===== config.mk =====
export PLATFORM = sky130hd
export DESIGN_NAME = bracket_match_checker_with_location_top
export DESIGN_NICKNAME = d
export VERILOG_FILES = /design/src/sv/bmc_pkg.sv /design/src/sv/bracket_match_checker_with_location_top.sv /design/src/sv/bmc_ram.sv
export VERILOG_INCLUDE_DIRS = /design/src /design/src/sv
export SDC_FILE = /design/constraint.sdc
export NUM_CORES = 1
export LEC_CHECK = 0
export BUFFER_PORTS_ARGS = -buffer_cell sky130_fd_sc_hd__buf_2
export CELL_PAD_IN_SITES_DETAIL_PLACEMENT = 1
export CELL_PAD_IN_SITES_GLOBAL_PLACEMENT = 1
export CORE_MARGIN = 2
export CORE_UTILIZATION = 58
export CTS_BUF_LIST = sky130_fd_sc_hd__clkbuf_8
export DETAILED_ROUTE_END_ITERATION = 6
export GPL_TIMING_DRIVEN = 0
export PLACE_DENSITY_LB_ADDON = 0.1
export SYNTH_ARGS = -nofsm -noshare
export SYNTH_HDL_FRONTEND = slang
export SYNTH_SLANG_ARGS = --single-unit

===== constraint.sdc =====
create_clock -name clk -period 7.07 [get_ports clk]
set_input_delay 1.414 -clock clk [delete_from_list [all_inputs] [get_ports clk]]
set_output_delay 1.414 -clock clk [all_outputs]
set_load 0.1 [all_outputs]

===== src/sv/bracket_match_checker_with_location_top_assert.svh =====
// Assertion macros used by the bracket match checker RTL.
`ifndef BRACKET_MATCH_CHECKER_WITH_LOCATION_TOP_ASSERT_SVH
`define BRACKET_MATCH_CHECKER_WITH_LOCATION_TOP_ASSERT_SVH

// Same-cycle implication, sampled on clk, off while rst_n is low.
`define BMC_ASSERT_NOW(lbl, ante, cons) \
  lbl: assert property (@(posedge clk) disable iff (!rst_n) (ante) |-> (cons)) \
    else $error("bracket checker assertion failed");

// Next-cycle implication, sampled on clk, off while rst_n is low.
`define BMC_ASSERT_NEXT(lbl, ante, cons) \
  lbl: assert property (@(posedge clk) disable iff (!rst_n) (ante) |=> (cons)) \
    else $error("bracket checker assertion failed");

`endif


===== src/sv/bmc_pkg.sv =====
// Package with the types, constants and codes of the bracket match checker.
package bmc_pkg;

  localparam int STACK_DEPTH = 32;
  localparam int TAB_STOP    = 8;

  localparam int LINE_W  = 20;
  localparam int COL_W   = 16;
  localparam int DEPTH_W = 16;
  localparam int KIND_W  = 2;
  localparam int ENTRY_W = LINE_W + COL_W;

  localparam int ADDR_W = $clog2(STACK_DEPTH);
  localparam int CNT_W  = $clog2(STACK_DEPTH + 1);
  localparam int PH_W   = $clog2(TAB_STOP + 1);

  localparam logic [LINE_W-1:0]  LINE_MAX  = '1;
  localparam logic [COL_W-1:0]   COL_MAX   = '1;
  localparam logic [DEPTH_W-1:0] DEPTH_MAX = '1;

  // Tab phase of a column that has reached its ceiling.
  localparam int               COL_SAT_PH_I = 65535 % TAB_STOP;
  localparam logic [PH_W-1:0]  COL_SAT_PH   = PH_W'(COL_SAT_PH_I);
  localparam logic [PH_W-1:0]  PH_LAST      = PH_W'(TAB_STOP - 1);

  localparam logic [7:0] CHAR_NEWLINE = 8'h0A;
  localparam logic [7:0] CHAR_TAB     = 8'h09;
  localparam logic [7:0] CHAR_OPEN    = 8'h5B;
  localparam logic [7:0] CHAR_CLOSE   = 8'h5D;

  localparam logic REQ_BYTE = 1'b0;
  localparam logic REQ_EOT  = 1'b1;

  localparam logic [KIND_W-1:0] KIND_CLOSE    = 2'd0;
  localparam logic [KIND_W-1:0] KIND_OPEN     = 2'd1;
  localparam logic [KIND_W-1:0] KIND_OVERFLOW = 2'd2;
  localparam logic [KIND_W-1:0] KIND_DONE     = 2'd3;

  typedef struct packed {
    logic       req_type;
    logic [7:0] char_code;
  } in_item_t;

  typedef struct packed {
    logic [KIND_W-1:0] error_kind;
    logic [LINE_W-1:0] line_number;
    logic [COL_W-1:0]  column_number;
    logic              last_of_run;
  } out_item_t;

  typedef struct packed {
    logic [LINE_W-1:0] ent_line;
    logic [COL_W-1:0]  ent_col;
  } stack_entry_t;

endpackage


===== src/sv/bracket_match_checker_with_location_top.sv =====
// Bracket match checker: tracks line and column of a byte stream and reports bracket errors.
//
// Input channel (in_valid / in_ready / in_data): one source byte or an end-of-text
// marker per transfer. Output channel (out_valid / out_ready / out_data): error
// reports, each a kind plus line and column, with last_of_run on the final report
// that an input transfer causes.
// An ordinary byte, newline, tab or bracket is handled in the idle state; a byte can
// be taken every cycle while the receiver keeps up and no end-of-text walk runs. An
// unmatched close or a stack overflow is reported on the cycle after its byte is taken.
// End of text walks the open-bracket memory from the bottom up: each stored open
// is read from the memory, then loaded into the output register, and a done report
// follows the last one. No byte is taken during this walk.
// Input is taken only while the output register is empty or being emptied, so a
// stalled receiver holds off the sender without losing any report.
// Synchronous reset puts the location at line 1, column 0 with nothing open. The
// stack memory needs no clearing: only entries pushed since the last end of text
// are ever read.
module bracket_match_checker_with_location_top
  import bmc_pkg::*;
(
  input  logic      clk,
  input  logic      rst_n,
  input  logic      in_valid,
  output logic      in_ready,
  input  in_item_t  in_data,
  output logic      out_valid,
  input  logic      out_ready,
  output out_item_t out_data
);

`include "bracket_match_checker_with_location_top_assert.svh"

  localparam logic [1:0] ST_IDLE = 2'd0;
  localparam logic [1:0] ST_RD   = 2'd1;
  localparam logic [1:0] ST_OUT  = 2'd2;
  localparam logic [1:0] ST_DONE = 2'd3;

  logic [1:0]         state_r, state_nxt;
  logic [LINE_W-1:0]  line_r, line_nxt;
  logic [COL_W-1:0]   col_r, col_nxt;
  logic [PH_W-1:0]    ph_r, ph_nxt;
  logic [DEPTH_W-1:0] depth_r, depth_nxt;
  logic [CNT_W-1:0]   idx_r, idx_nxt;
  logic [CNT_W-1:0]   stored_r, stored_nxt;
  logic               out_valid_r, out_valid_nxt;
  out_item_t          out_data_r, out_data_nxt;

  logic               out_free;
  logic               byte_acc;
  logic               eot_acc;
  logic               below_cap;
  logic [COL_W-1:0]   col_inc;
  logic [PH_W-1:0]    ph_inc;
  logic [COL_W+1:0]   tab_sum;
  logic [CNT_W-1:0]   idx_inc;

  logic               ram_we;
  logic [ADDR_W-1:0]  ram_waddr;
  stack_entry_t       ram_wdata;
  logic               ram_re;
  logic [ADDR_W-1:0]  ram_raddr;
  logic [ENTRY_W-1:0] ram_rbits;
  stack_entry_t       ram_rentry;

  bmc_ram #(
    .WIDTH (ENTRY_W),
    .DEPTH (STACK_DEPTH)
  ) u_stack (
    .clk   (clk),
    .we    (ram_we),
    .waddr (ram_waddr),
    .wdata (ram_wdata),
    .re    (ram_re),
    .raddr (ram_raddr),
    .rdata (ram_rbits)
  );

  assign ram_rentry = stack_entry_t'(ram_rbits);

  assign out_free  = !out_valid_r || out_ready;
  assign in_ready  = (state_r == ST_IDLE) && out_free;
  assign byte_acc  = in_valid && in_ready && (in_data.req_type == REQ_BYTE);
  assign eot_acc   = in_valid && in_ready && (in_data.req_type == REQ_EOT);
  assign below_cap = depth_r < DEPTH_W'(STACK_DEPTH);
  assign idx_inc   = idx_r + 1'b1;

  // Column after the per-byte advance; the tab phase follows it modulo the tab width.
  assign col_inc = (col_r == COL_MAX) ? col_r : col_r + 1'b1;
  always_comb begin
    if (col_r == COL_MAX) begin
      ph_inc = ph_r;
    end else if (ph_r == PH_LAST) begin
      ph_inc = '0;
    end else begin
      ph_inc = ph_r + 1'b1;
    end
  end
  assign tab_sum = {2'b00, col_inc} - (COL_W+2)'(ph_inc) + (COL_W+2)'(TAB_STOP);

  always_comb begin
    state_nxt     = state_r;
    line_nxt      = line_r;
    col_nxt       = col_r;
    ph_nxt        = ph_r;
    depth_nxt     = depth_r;
    idx_nxt       = idx_r;
    stored_nxt    = stored_r;
    out_valid_nxt = out_valid_r && !out_ready;
    out_data_nxt  = out_data_r;
    ram_we        = 1'b0;
    ram_waddr     = depth_r[ADDR_W-1:0];
    ram_wdata     = '{ent_line: line_r, ent_col: col_inc};
    ram_re        = 1'b0;
    ram_raddr     = idx_r[ADDR_W-1:0];

    unique case (state_r)
      ST_IDLE: begin
        if (byte_acc) begin
          col_nxt = col_inc;
          ph_nxt  = ph_inc;
          priority if (in_data.char_code == CHAR_NEWLINE) begin
            if (line_r != LINE_MAX) begin
              line_nxt = line_r + 1'b1;
            end
            col_nxt = '0;
            ph_nxt  = '0;
          end else if (in_data.char_code == CHAR_TAB) begin
            if (tab_sum > (COL_W+2)'(COL_MAX)) begin
              col_nxt = COL_MAX;
              ph_nxt  = COL_SAT_PH;
            end else begin
              col_nxt = tab_sum[COL_W-1:0];
              ph_nxt  = '0;
            end
          end else if (in_data.char_code == CHAR_OPEN) begin
            if (below_cap) begin
              ram_we = 1'b1;
            end else begin
              out_valid_nxt = 1'b1;
              out_data_nxt  = '{error_kind: KIND_OVERFLOW, line_number: line_r,
                                column_number: col_inc, last_of_run: 1'b1};
            end
            if (depth_r != DEPTH_MAX) begin
              depth_nxt = depth_r + 1'b1;
            end
          end else if (in_data.char_code == CHAR_CLOSE) begin
            if (depth_r != '0) begin
              depth_nxt = depth_r - 1'b1;
            end else begin
              out_valid_nxt = 1'b1;
              out_data_nxt  = '{error_kind: KIND_CLOSE, line_number: line_r,
                                column_number: col_inc, last_of_run: 1'b1};
            end
          end else begin
            // Ordinary byte: only the column moves.
          end
        end else if (eot_acc) begin
          idx_nxt    = '0;
          stored_nxt = below_cap ? depth_r[CNT_W-1:0] : CNT_W'(STACK_DEPTH);
          state_nxt  = (depth_r == '0) ? ST_DONE : ST_RD;
        end
      end
      ST_RD: begin
        ram_re    = 1'b1;
        state_nxt = ST_OUT;
      end
      ST_OUT: begin
        if (out_free) begin
          out_valid_nxt = 1'b1;
          out_data_nxt  = '{error_kind: KIND_OPEN, line_number: ram_rentry.ent_line,
                            column_number: ram_rentry.ent_col, last_of_run: 1'b0};
          idx_nxt       = idx_inc;
          state_nxt     = (idx_inc == stored_r) ? ST_DONE : ST_RD;
        end
      end
      ST_DONE: begin
        if (out_free) begin
          out_valid_nxt = 1'b1;
          out_data_nxt  = '{error_kind: KIND_DONE, line_number: '0,
                            column_number: '0, last_of_run: 1'b1};
          line_nxt      = LINE_W'(1);
          col_nxt       = '0;
          ph_nxt        = '0;
          depth_nxt     = '0;
          state_nxt     = ST_IDLE;
        end
      end
      default: begin
        state_nxt = ST_IDLE;
      end
    endcase
  end

  always_ff @(posedge clk) begin
    if (!rst_n) begin
      state_r     <= ST_IDLE;
      line_r      <= LINE_W'(1);
      col_r       <= '0;
      ph_r        <= '0;
      depth_r     <= '0;
      idx_r       <= '0;
      stored_r    <= '0;
      out_valid_r <= 1'b0;
    end else begin
      state_r     <= state_nxt;
      line_r      <= line_nxt;
      col_r       <= col_nxt;
      ph_r        <= ph_nxt;
      depth_r     <= depth_nxt;
      idx_r       <= idx_nxt;
      stored_r    <= stored_nxt;
      out_valid_r <= out_valid_nxt;
    end
  end

  always_ff @(posedge clk) begin
    out_data_r <= out_data_nxt;
  end

  assign out_valid = out_valid_r;
  assign out_data  = out_data_r;

  // A push never lands beyond the memory.
  `BMC_ASSERT_NOW(a_push_fits, ram_we, below_cap)
  // Only open-bracket reports in the end-of-text walk leave last_of_run clear.
  `BMC_ASSERT_NOW(a_last_flag, out_valid, out_data.last_of_run == (out_data.error_kind != KIND_OPEN))
  // The walk never reads past the stored entries.
  `BMC_ASSERT_NOW(a_walk_bound, state_r == ST_RD || state_r == ST_OUT, idx_r < stored_r)
  // End of text stops further input until the walk has finished.
  `BMC_ASSERT_NEXT(a_eot_blocks, eot_acc, !in_ready)

endmodule


===== src/sv/bmc_ram.sv =====
// Generic single-write, single-read RAM with a registered read port.
module bmc_ram #(
  parameter int WIDTH = 8,
  parameter int DEPTH = 32
) (
  input  logic                     clk,
  input  logic                     we,
  input  logic [$clog2(DEPTH)-1:0] waddr,
  input  logic [WIDTH-1:0]         wdata,
  input  logic                     re,
  input  logic [$clog2(DEPTH)-1:0] raddr,
  output logic [WIDTH-1:0]         rdata
);

  logic [WIDTH-1:0] mem_r [DEPTH];
  logic [WIDTH-1:0] rdata_r;

  always_ff @(posedge clk) begin
    if (we) begin
      mem_r[waddr] <= wdata;
    end
    if (re) begin
      rdata_r <= mem_r[raddr];
    end
  end

  assign rdata = rdata_r;

endmodule

==> results of run 1 <==
power by group through the flow:
stage / Sequential, mW / Combinational, mW / Clock, mW
floorplan: 8.73 / 0.385 / 0
global placement: 8.56 / 0.779 / 0
detailed placement: 8.56 / 0.802 / 0
CTS: 8.40 / 0.806 / 5.99
global route: 8.40 / 0.850 / 6.29
finish: 8.40 / 0.811 / 5.91
cell usage in the layout, fill, tap and decap left out, types with 25 or more instances in the layout:
master | synthesis | routed
sky130_fd_sc_hd__edfxtp_1 | 1227 | 1227
sky130_fd_sc_hd__mux4_2 | 360 | 360
sky130_fd_sc_hd__clkbuf_8 | 0 | 206
sky130_fd_sc_hd__nand2_1 | 105 | 104
sky130_fd_sc_hd__inv_1 | 39 | 101
sky130_fd_sc_hd__clkbuf_1 | 87 | 85
sky130_fd_sc_hd__nor2_1 | 101 | 72
sky130_fd_sc_hd__dfxtp_1 | 71 | 71
sky130_fd_sc_hd__buf_2 | 10 | 63
sky130_fd_sc_hd__o21ai_0 | 61 | 61
sky130_fd_sc_hd__xnor2_1 | 53 | 51
sky130_fd_sc_hd__nand3_1 | 49 | 49
sky130_fd_sc_hd__clkinv_1 | 1 | 47
sky130_fd_sc_hd__a21oi_1 | 44 | 44
sky130_fd_sc_hd__mux2_2 | 37 | 37
sky130_fd_sc_hd__nor3_1 | 37 | 34
sky130_fd_sc_hd__buf_1 | 33 | 31
sky130_fd_sc_hd__clkinv_2 | 1 | 31
sky130_fd_sc_hd__nor2_4 | 1 | 30
sky130_fd_sc_hd__buf_12 | 0 | 25
per-layer routing:
layer	up-vias	GRT usage	part of all wire
li1	11300	-	-
met1	14800	0.425	0.37
met2	1588	0.529	0.50
met3	308	0.0854	0.095
met4	2	0.136	0.037
met5	-	0	0.000069
cell type report:
cell class                      count  area [um2]
Sequential cell                  1298       38300
Clock buffer                      206        2840
Buffer                            138         584
Multi-Input combinational cell   1094       13100
Timing Repair Buffer              108        1310
Fill cell                        7265       29900
Tap cell                         1165        1460
Antenna cell                        3        7.51
Clock inverter                    159         903
Inverter                           43         168
critical path, stage by stage (launching register included):
cell                      delay, ns
sky130_fd_sc_hd__dfxtp_1       0.43
sky130_fd_sc_hd__ha_1          0.38
sky130_fd_sc_hd__nand4_4       0.20
sky130_fd_sc_hd__or4_4         0.52
sky130_fd_sc_hd__buf_6         0.16
sky130_fd_sc_hd__mux2i_1       0.17
sky130_fd_sc_hd__inv_1         0.82
sky130_fd_sc_hd__ha_1          0.38
sky130_fd_sc_hd__nor2b_1       0.13
sky130_fd_sc_hd__o21a_1        0.20
sky130_fd_sc_hd__o21a_1        0.17
sky130_fd_sc_hd__buf_2         0.18
sky130_fd_sc_hd__nor4_2        0.29
sky130_fd_sc_hd__nand4_2       0.27
sky130_fd_sc_hd__xnor2_1       0.39
sky130_fd_sc_hd__o32ai_2       0.16
sky130_fd_sc_hd__nand3_2       0.12
sky130_fd_sc_hd__mux2_4        0.35
sky130_fd_sc_hd__buf_2         0.22
sky130_fd_sc_hd__nor4_1        0.29
sky130_fd_sc_hd__o21ai_1       0.11
state kept, by name, summed over array words and instances, names as in the netlist:
register / cells
depth_r: 16
idx_r: 6
state_r: 2
stored_r: 6
out_valid: 1
u_stack.rdata: 36
col_r: 16
out_data: 39
ph_r: 4
line_r: 20
u_stack.mem_r: 1152
worst max path at each step:
stage                               start                               to  slack, ns
CTS                 col_r[0]$_SDFFE_PN0P_            col_r[3]$_SDFFE_PN0P_       1.04
detailed placement             in_data[5]   u_stack.mem_r[5][22]$_DFFE_PP_       0.97
global placement               in_data[5]  u_stack.mem_r[26][22]$_DFFE_PP_      -3.47
finish              col_r[0]$_SDFFE_PN0P_            col_r[3]$_SDFFE_PN0P_       1.00
global route        col_r[0]$_SDFFE_PN0P_            col_r[3]$_SDFFE_PN0P_       0.68
floorplan                      in_data[5]   u_stack.mem_r[26][0]$_DFFE_PP_       1.18
cells by family (layout without fill, tap and decap cells):
kind of cell,count (synthesis),in the layout,share of synthesized area
flip-flops,1298,1298,0.738
AND/OR/NAND/NOR,410,410,0.0398
multiplexers,404,404,0.166
AO/OA/AOI/OAI,192,192,0.0245
other,0,3,0
XOR/XNOR,63,63,0.0108
buffers and inverters,181,654,0.0144
adder cells (fa/ha/maj),25,25,0.00633
per-stage QoR:
step | hold slack [ns] | cells | setup TNS, ns | cell area [um2] | util
6_report | 0.481 | 4214 | 0 | 58600 | 0.662
5_1_grt | 0.509 | 4212 | 0 | 58600 | 0.662
3_5_place_dp | 0.475 | 3846 | 0 | 54900 | 0.620
3_3_place_gp | 0.456 | 3791 | -1478.12 | 53600 | 0.605
4_1_cts | 0.482 | 4211 | 0 | 58600 | 0.662
2_1_floorplan | 0.444 | 2573 | 0 | 51800 | -
==> out/results.txt, run 1 <==
run status: finished, violations left
violated checks: design-rule violations
share of the yosys chip area belonging to registers: 0.738
type of the worst setup path: reg2reg
worst relative slew slack: 0.0695
top fanout value on the critical path: 34
number of buffers on the longest clock path: 3
deepest level of the CTS H-tree: 4
number of flip-flops and latches in the synthesized netlist: 1,298
total congestion overflow: 0
Die Height: 303 um
Synth area leader: sky130_fd_sc_hd__edfxtp_1
number of endpoints with negative hold slack in the final report: 0
clock slew seen by the registers of the worst setup and hold paths: 0.07 ns
Power Density: 258 nW/um2
Post-CTS Hold Buffers: 0
Syn-to-layout area delta: 13.1%
Min-Delay Path Class: reg2reg
overall power after layout: 15.1 mW
clock network power share: 0.391
number of instances in the synthesized netlist: 2,573
relative contribution of sequential cells to total power: 0.555
Clk Tree Root Cell: sky130_fd_sc_hd__clkbuf_8
max cap viols: 0
HPWL Detailed: 95,100 um
RSZ-0062 raised after global routing: false
CTS tree: done
dominant cells by area after synthesis: sky130_fd_sc_hd__edfxtp_1 (71%), sky130_fd_sc_hd__mux4_2 (16%), sky130_fd_sc_hd__dfxtp_1 (2.7%), sky130_fd_sc_hd__xnor2_1 (0.90%), sky130_fd_sc_hd__mux2_2 (0.80%)
net switching power of the design: 3.56 mW
number of DRC markers in iteration 0: 3,519
Endpoint, Worst Hold: idx_r[5]$_SDFFE_PN0P_
share of synthesized flip-flops with an asynchronous set or reset: 0
count of cells resized by post-cts repair: 0
Post-route DRC: 18
worst setup slack after placement: 0.972 ns
clk_skew: 0.0413 ns
horizontal extent of the die: 303 um
mapped cell area: 51,800 um2
fin worst setup slack: 1.00 ns
number of library cell types mapped by synthesis: 82
Wirelength per Cell: 34.4 um
number of antenna violations at the first check in global routing: 9
Main synth FF type: sky130_fd_sc_hd__edfxtp_1
clock insertion delay at the later pin of the skew report: 0.87 ns
Antenna Violating Nets Remaining: 0
vias per std cell: 6.63
proportion of layout cells with a drive suffix above 1: 0.279
via count: 27,900
Hold Path Depth: 2
std cell rows: 109
Die Area: 91,800 um2
worst path required time: 7.81 ns
clock buffer count from CTS: 199
startpoint type of the worst setup path: flip-flop
combinational fraction of design power: 0.054
weighted congestion at the end of routability-driven global placement: 0.838
global-route usage over all layers: 0.326
number of global-route vias before repair: 29,500
ranking of synthesized cells by instance count: sky130_fd_sc_hd__edfxtp_1 (1,227), sky130_fd_sc_hd__mux4_2 (360), sky130_fd_sc_hd__nand2_1 (105)
cell with the most instances after synthesis: sky130_fd_sc_hd__edfxtp_1
CTS sink cnt: 1,298
pin count of the biggest net entering global routing: 41
proportion of netlist area held by the largest area contributor: 0.711
critical path data arrival time: 6.81 ns
post-synth net total: 2,611
Net count, final: 2,920
crit share post-route: 0.858
final number of setup-violating endpoints: 0
Syn. warnings: 0
DRT Wirelength: 145,000 um
Static Leak: 19.3 nW
global-route wire length before repair: 207,000 um
Setup crit end kind: flip-flop
largest vdd supply drop: 0.206 mV
transition time at the pin with the least slew margin: 1.39 ns
Peak Freq: 165 MHz
mean post-synth cell area: 20.1 um2
sw frac: 0.235
R2R depth: 20
Post-synth EDFFs: 1,227
PortBufs: 53
number of detailed-routing iterations run before antenna repair: 7
Reg-to-Reg End: col_r[3]$_SDFFE_PN0P_
Tmin final: 6.07 ns
floorplan core area: 88,500 um2
internal power: 11.6 mW
max-slew violation count: 0
num ports: 54
Crit Reg-Reg Startpoint: col_r[0]$_SDFFE_PN0P_
effective utilization at floorplan: 0.586
launch point of the worst hold path: idx_r[5]$_SDFFE_PN0P_
setup fix buffers added after clock tree synthesis: 0
register-to-register setup slack: 1.00 ns
(Power assumes the default switching activity.)
==> run 2, diff against run 1 <==
Settings changed: MAX_ROUTING_LAYER set to met4.
Clock period 7.07 ns to 6.51 ns, I/O delays scaled along.
==> run 2 against run 1 <==
Effect of this change: the run still ends with design-rule violations left; first-iteration DRC count increased by 1.1%; largest power group unchanged; register-to-register slack got worse by 0.57 ns; critical path depth unchanged; worst setup slack got worse by 0.57 ns; critical endpoint unchanged.
==> out/results.txt, run 2 (synthesis gave the netlist of run 1 again) <==
number of global-route vias before repair: 29,800
PortBufs: 53
CTS tree: done
number of buffers on the longest clock path: 3
clock insertion delay at the later pin of the skew report: 0.88 ns
proportion of layout cells with a drive suffix above 1: 0.275
count of cells resized by post-cts repair: 0
register with the most flip-flops: u_stack.mem_r
worst relative slew slack: 0.101
Post-CTS Hold Buffers: 0
Post-route DRC: 18
max cap viols: 0
type of the worst setup path: reg2reg
number of antenna violations at the first check in global routing: 5
Die Height: 303 um
via count: 28,100
global-route usage over all layers: 0.340
violated checks: design-rule violations
family with the most delay on the worst path: simple AND/OR/NAND/NOR gates
final number of setup-violating endpoints: 0
fin worst setup slack: 0.436 ns
Setup crit end kind: flip-flop
std cell rows: 109
HPWL Detailed: 95,000 um
utilization of the core after routing: 0.660
effective utilization at floorplan: 0.586
Antenna Violating Nets Remaining: 0
top fanout value on the critical path: 34
Crit path largest cell delay: 0.87 ns
vias per std cell: 6.68
setup fix buffers added after clock tree synthesis: 0
Peak Freq: 165 MHz
run status: finished, violations left
weighted congestion at the end of routability-driven global placement: 0.867
crit share post-route: 0.933
clock buffer count from CTS: 198
Tmin final: 6.07 ns
most common cell after layout, fill and taps aside: sky130_fd_sc_hd__edfxtp_1
clock slew seen by the registers of the worst setup and hold paths: 0.06 ns
Critical Path Slowest Stage Cell: sky130_fd_sc_hd__inv_1
Static Leak: 19.2 nW
global-route wire length before repair: 210,000 um
number of DRC markers in iteration 0: 3,559
Die Area: 91,800 um2
Clk Tree Root Cell: sky130_fd_sc_hd__clkbuf_8
worst path required time: 7.26 ns
clk_skew: 0.0381 ns
number of buffer and inverter instances along the worst setup path: 4
critical path data arrival time: 6.82 ns
horizontal extent of the die: 303 um
pin count of the biggest net entering global routing: 41
total congestion overflow: 0
Critical Path, Cell by Cell: ha_1 -> nand4_4 -> or4_4 -> buf_6 -> mux2i_1 -> inv_1 -> ha_1 -> nor2b_1 -> o21a_1 -> o21a_1 -> buf_2 -> nor4_2 -> nand4_2 -> xnor2_1 -> o32ai_2 -> nand3_2 -> mux2_4 -> buf_2 -> nor4_1 -> o21ai_1
transition time at the pin with the least slew margin: 1.35 ns
DRT Wirelength: 146,000 um
max-slew violation count: 0
highest-count cells in the layout ignoring fill and taps: sky130_fd_sc_hd__edfxtp_1 (1,227), sky130_fd_sc_hd__mux4_2 (360), sky130_fd_sc_hd__clkbuf_8 (201)
number of flip-flops in the largest register: 1,152
Min-Delay Path Class: reg2reg
Syn-to-layout area delta: 12.8%
CTS sink cnt: 1,298
floorplan core area: 88,500 um2
number of detailed-routing iterations run before antenna repair: 7
largest vdd supply drop: 0.240 mV
Power Density: 282 nW/um2
startpoint type of the worst setup path: flip-flop
Net count, final: 2,915
worst setup slack after placement: 0.428 ns
number of endpoints with negative hold slack in the final report: 0
Wirelength per Cell: 34.7 um
overall power after layout: 16.5 mW
deepest level of the CTS H-tree: 4
RSZ-0062 raised after global routing: false
num ports: 54
==> run 2: cell count changes in the layout (fill, tap and decap cells not counted), sizes merged <==
cell,change
clkinv,-6
buf,-3
clkinvlp,+5
inv,+5
clkbuf,-6
bufinv,+3
==> run 2: metal layers <==
layer / GRT usage / routed length (um) / up-vias
li1: - / - / 11200
met1: 0.436 / 54400 / 15000
met2: 0.548 / 74000 / 1614
met3: 0.0673 / 12800 / 292
met4: 0.120 / 4770 / 0
met5: - / 0 / -
==> run 2: final cells by class <==
cell class / instances / area (um2)
flip-flops and latches: 1298 / 38300
fillers: 7321 / 30100
multi-input cells: 1094 / 13100
clock buffers: 201 / 2770
well taps: 1165 / 1460
repair buffers: 104 / 1150
clock inverters: 166 / 967
plain buffers: 138 / 582
inverters: 43 / 168
diodes: 3 / 7.51
==> run 2: report_power, final <==
part           switching [mW]  internal, mW  leakage, nW
Clock                    3.22          3.27         2.15
Sequential             0.0285          9.09         12.6
Combinational           0.646         0.237         4.41
==> run 2: worst paths after layout <==
path / from / endpoint / slack (ns) / cells after the start
min reg2reg: idx_r[5]$_SDFFE_PN0P_ / idx_r[5]$_SDFFE_PN0P_ / 0.49 / 2
min: idx_r[5]$_SDFFE_PN0P_ / idx_r[5]$_SDFFE_PN0P_ / 0.49 / 2
max: col_r[0]$_SDFFE_PN0P_ / col_r[3]$_SDFFE_PN0P_ / 0.44 / 20
max reg2reg: col_r[0]$_SDFFE_PN0P_ / col_r[3]$_SDFFE_PN0P_ / 0.44 / 20
==> run 2: worst min-delay path, stage by stage, from the launching register on <==
cell and delay [ns]:
sky130_fd_sc_hd__dfxtp_1 0.33, sky130_fd_sc_hd__nand2_1 0.07, sky130_fd_sc_hd__a21oi_1 0.05
==> run 2: metrics by stage <==
stage	cells	TNS [ns]	hold WS [ns]	area (um2)
after floorplan	2573	0	0.444	51800
after global placement	3791	-1915.98	0.455	53600
after detailed placement	3841	0	0.481	54700
after CTS	4208	0	0.495	58400
after global routing	4211	0	0.522	58400
final	4212	0	0.495	58400
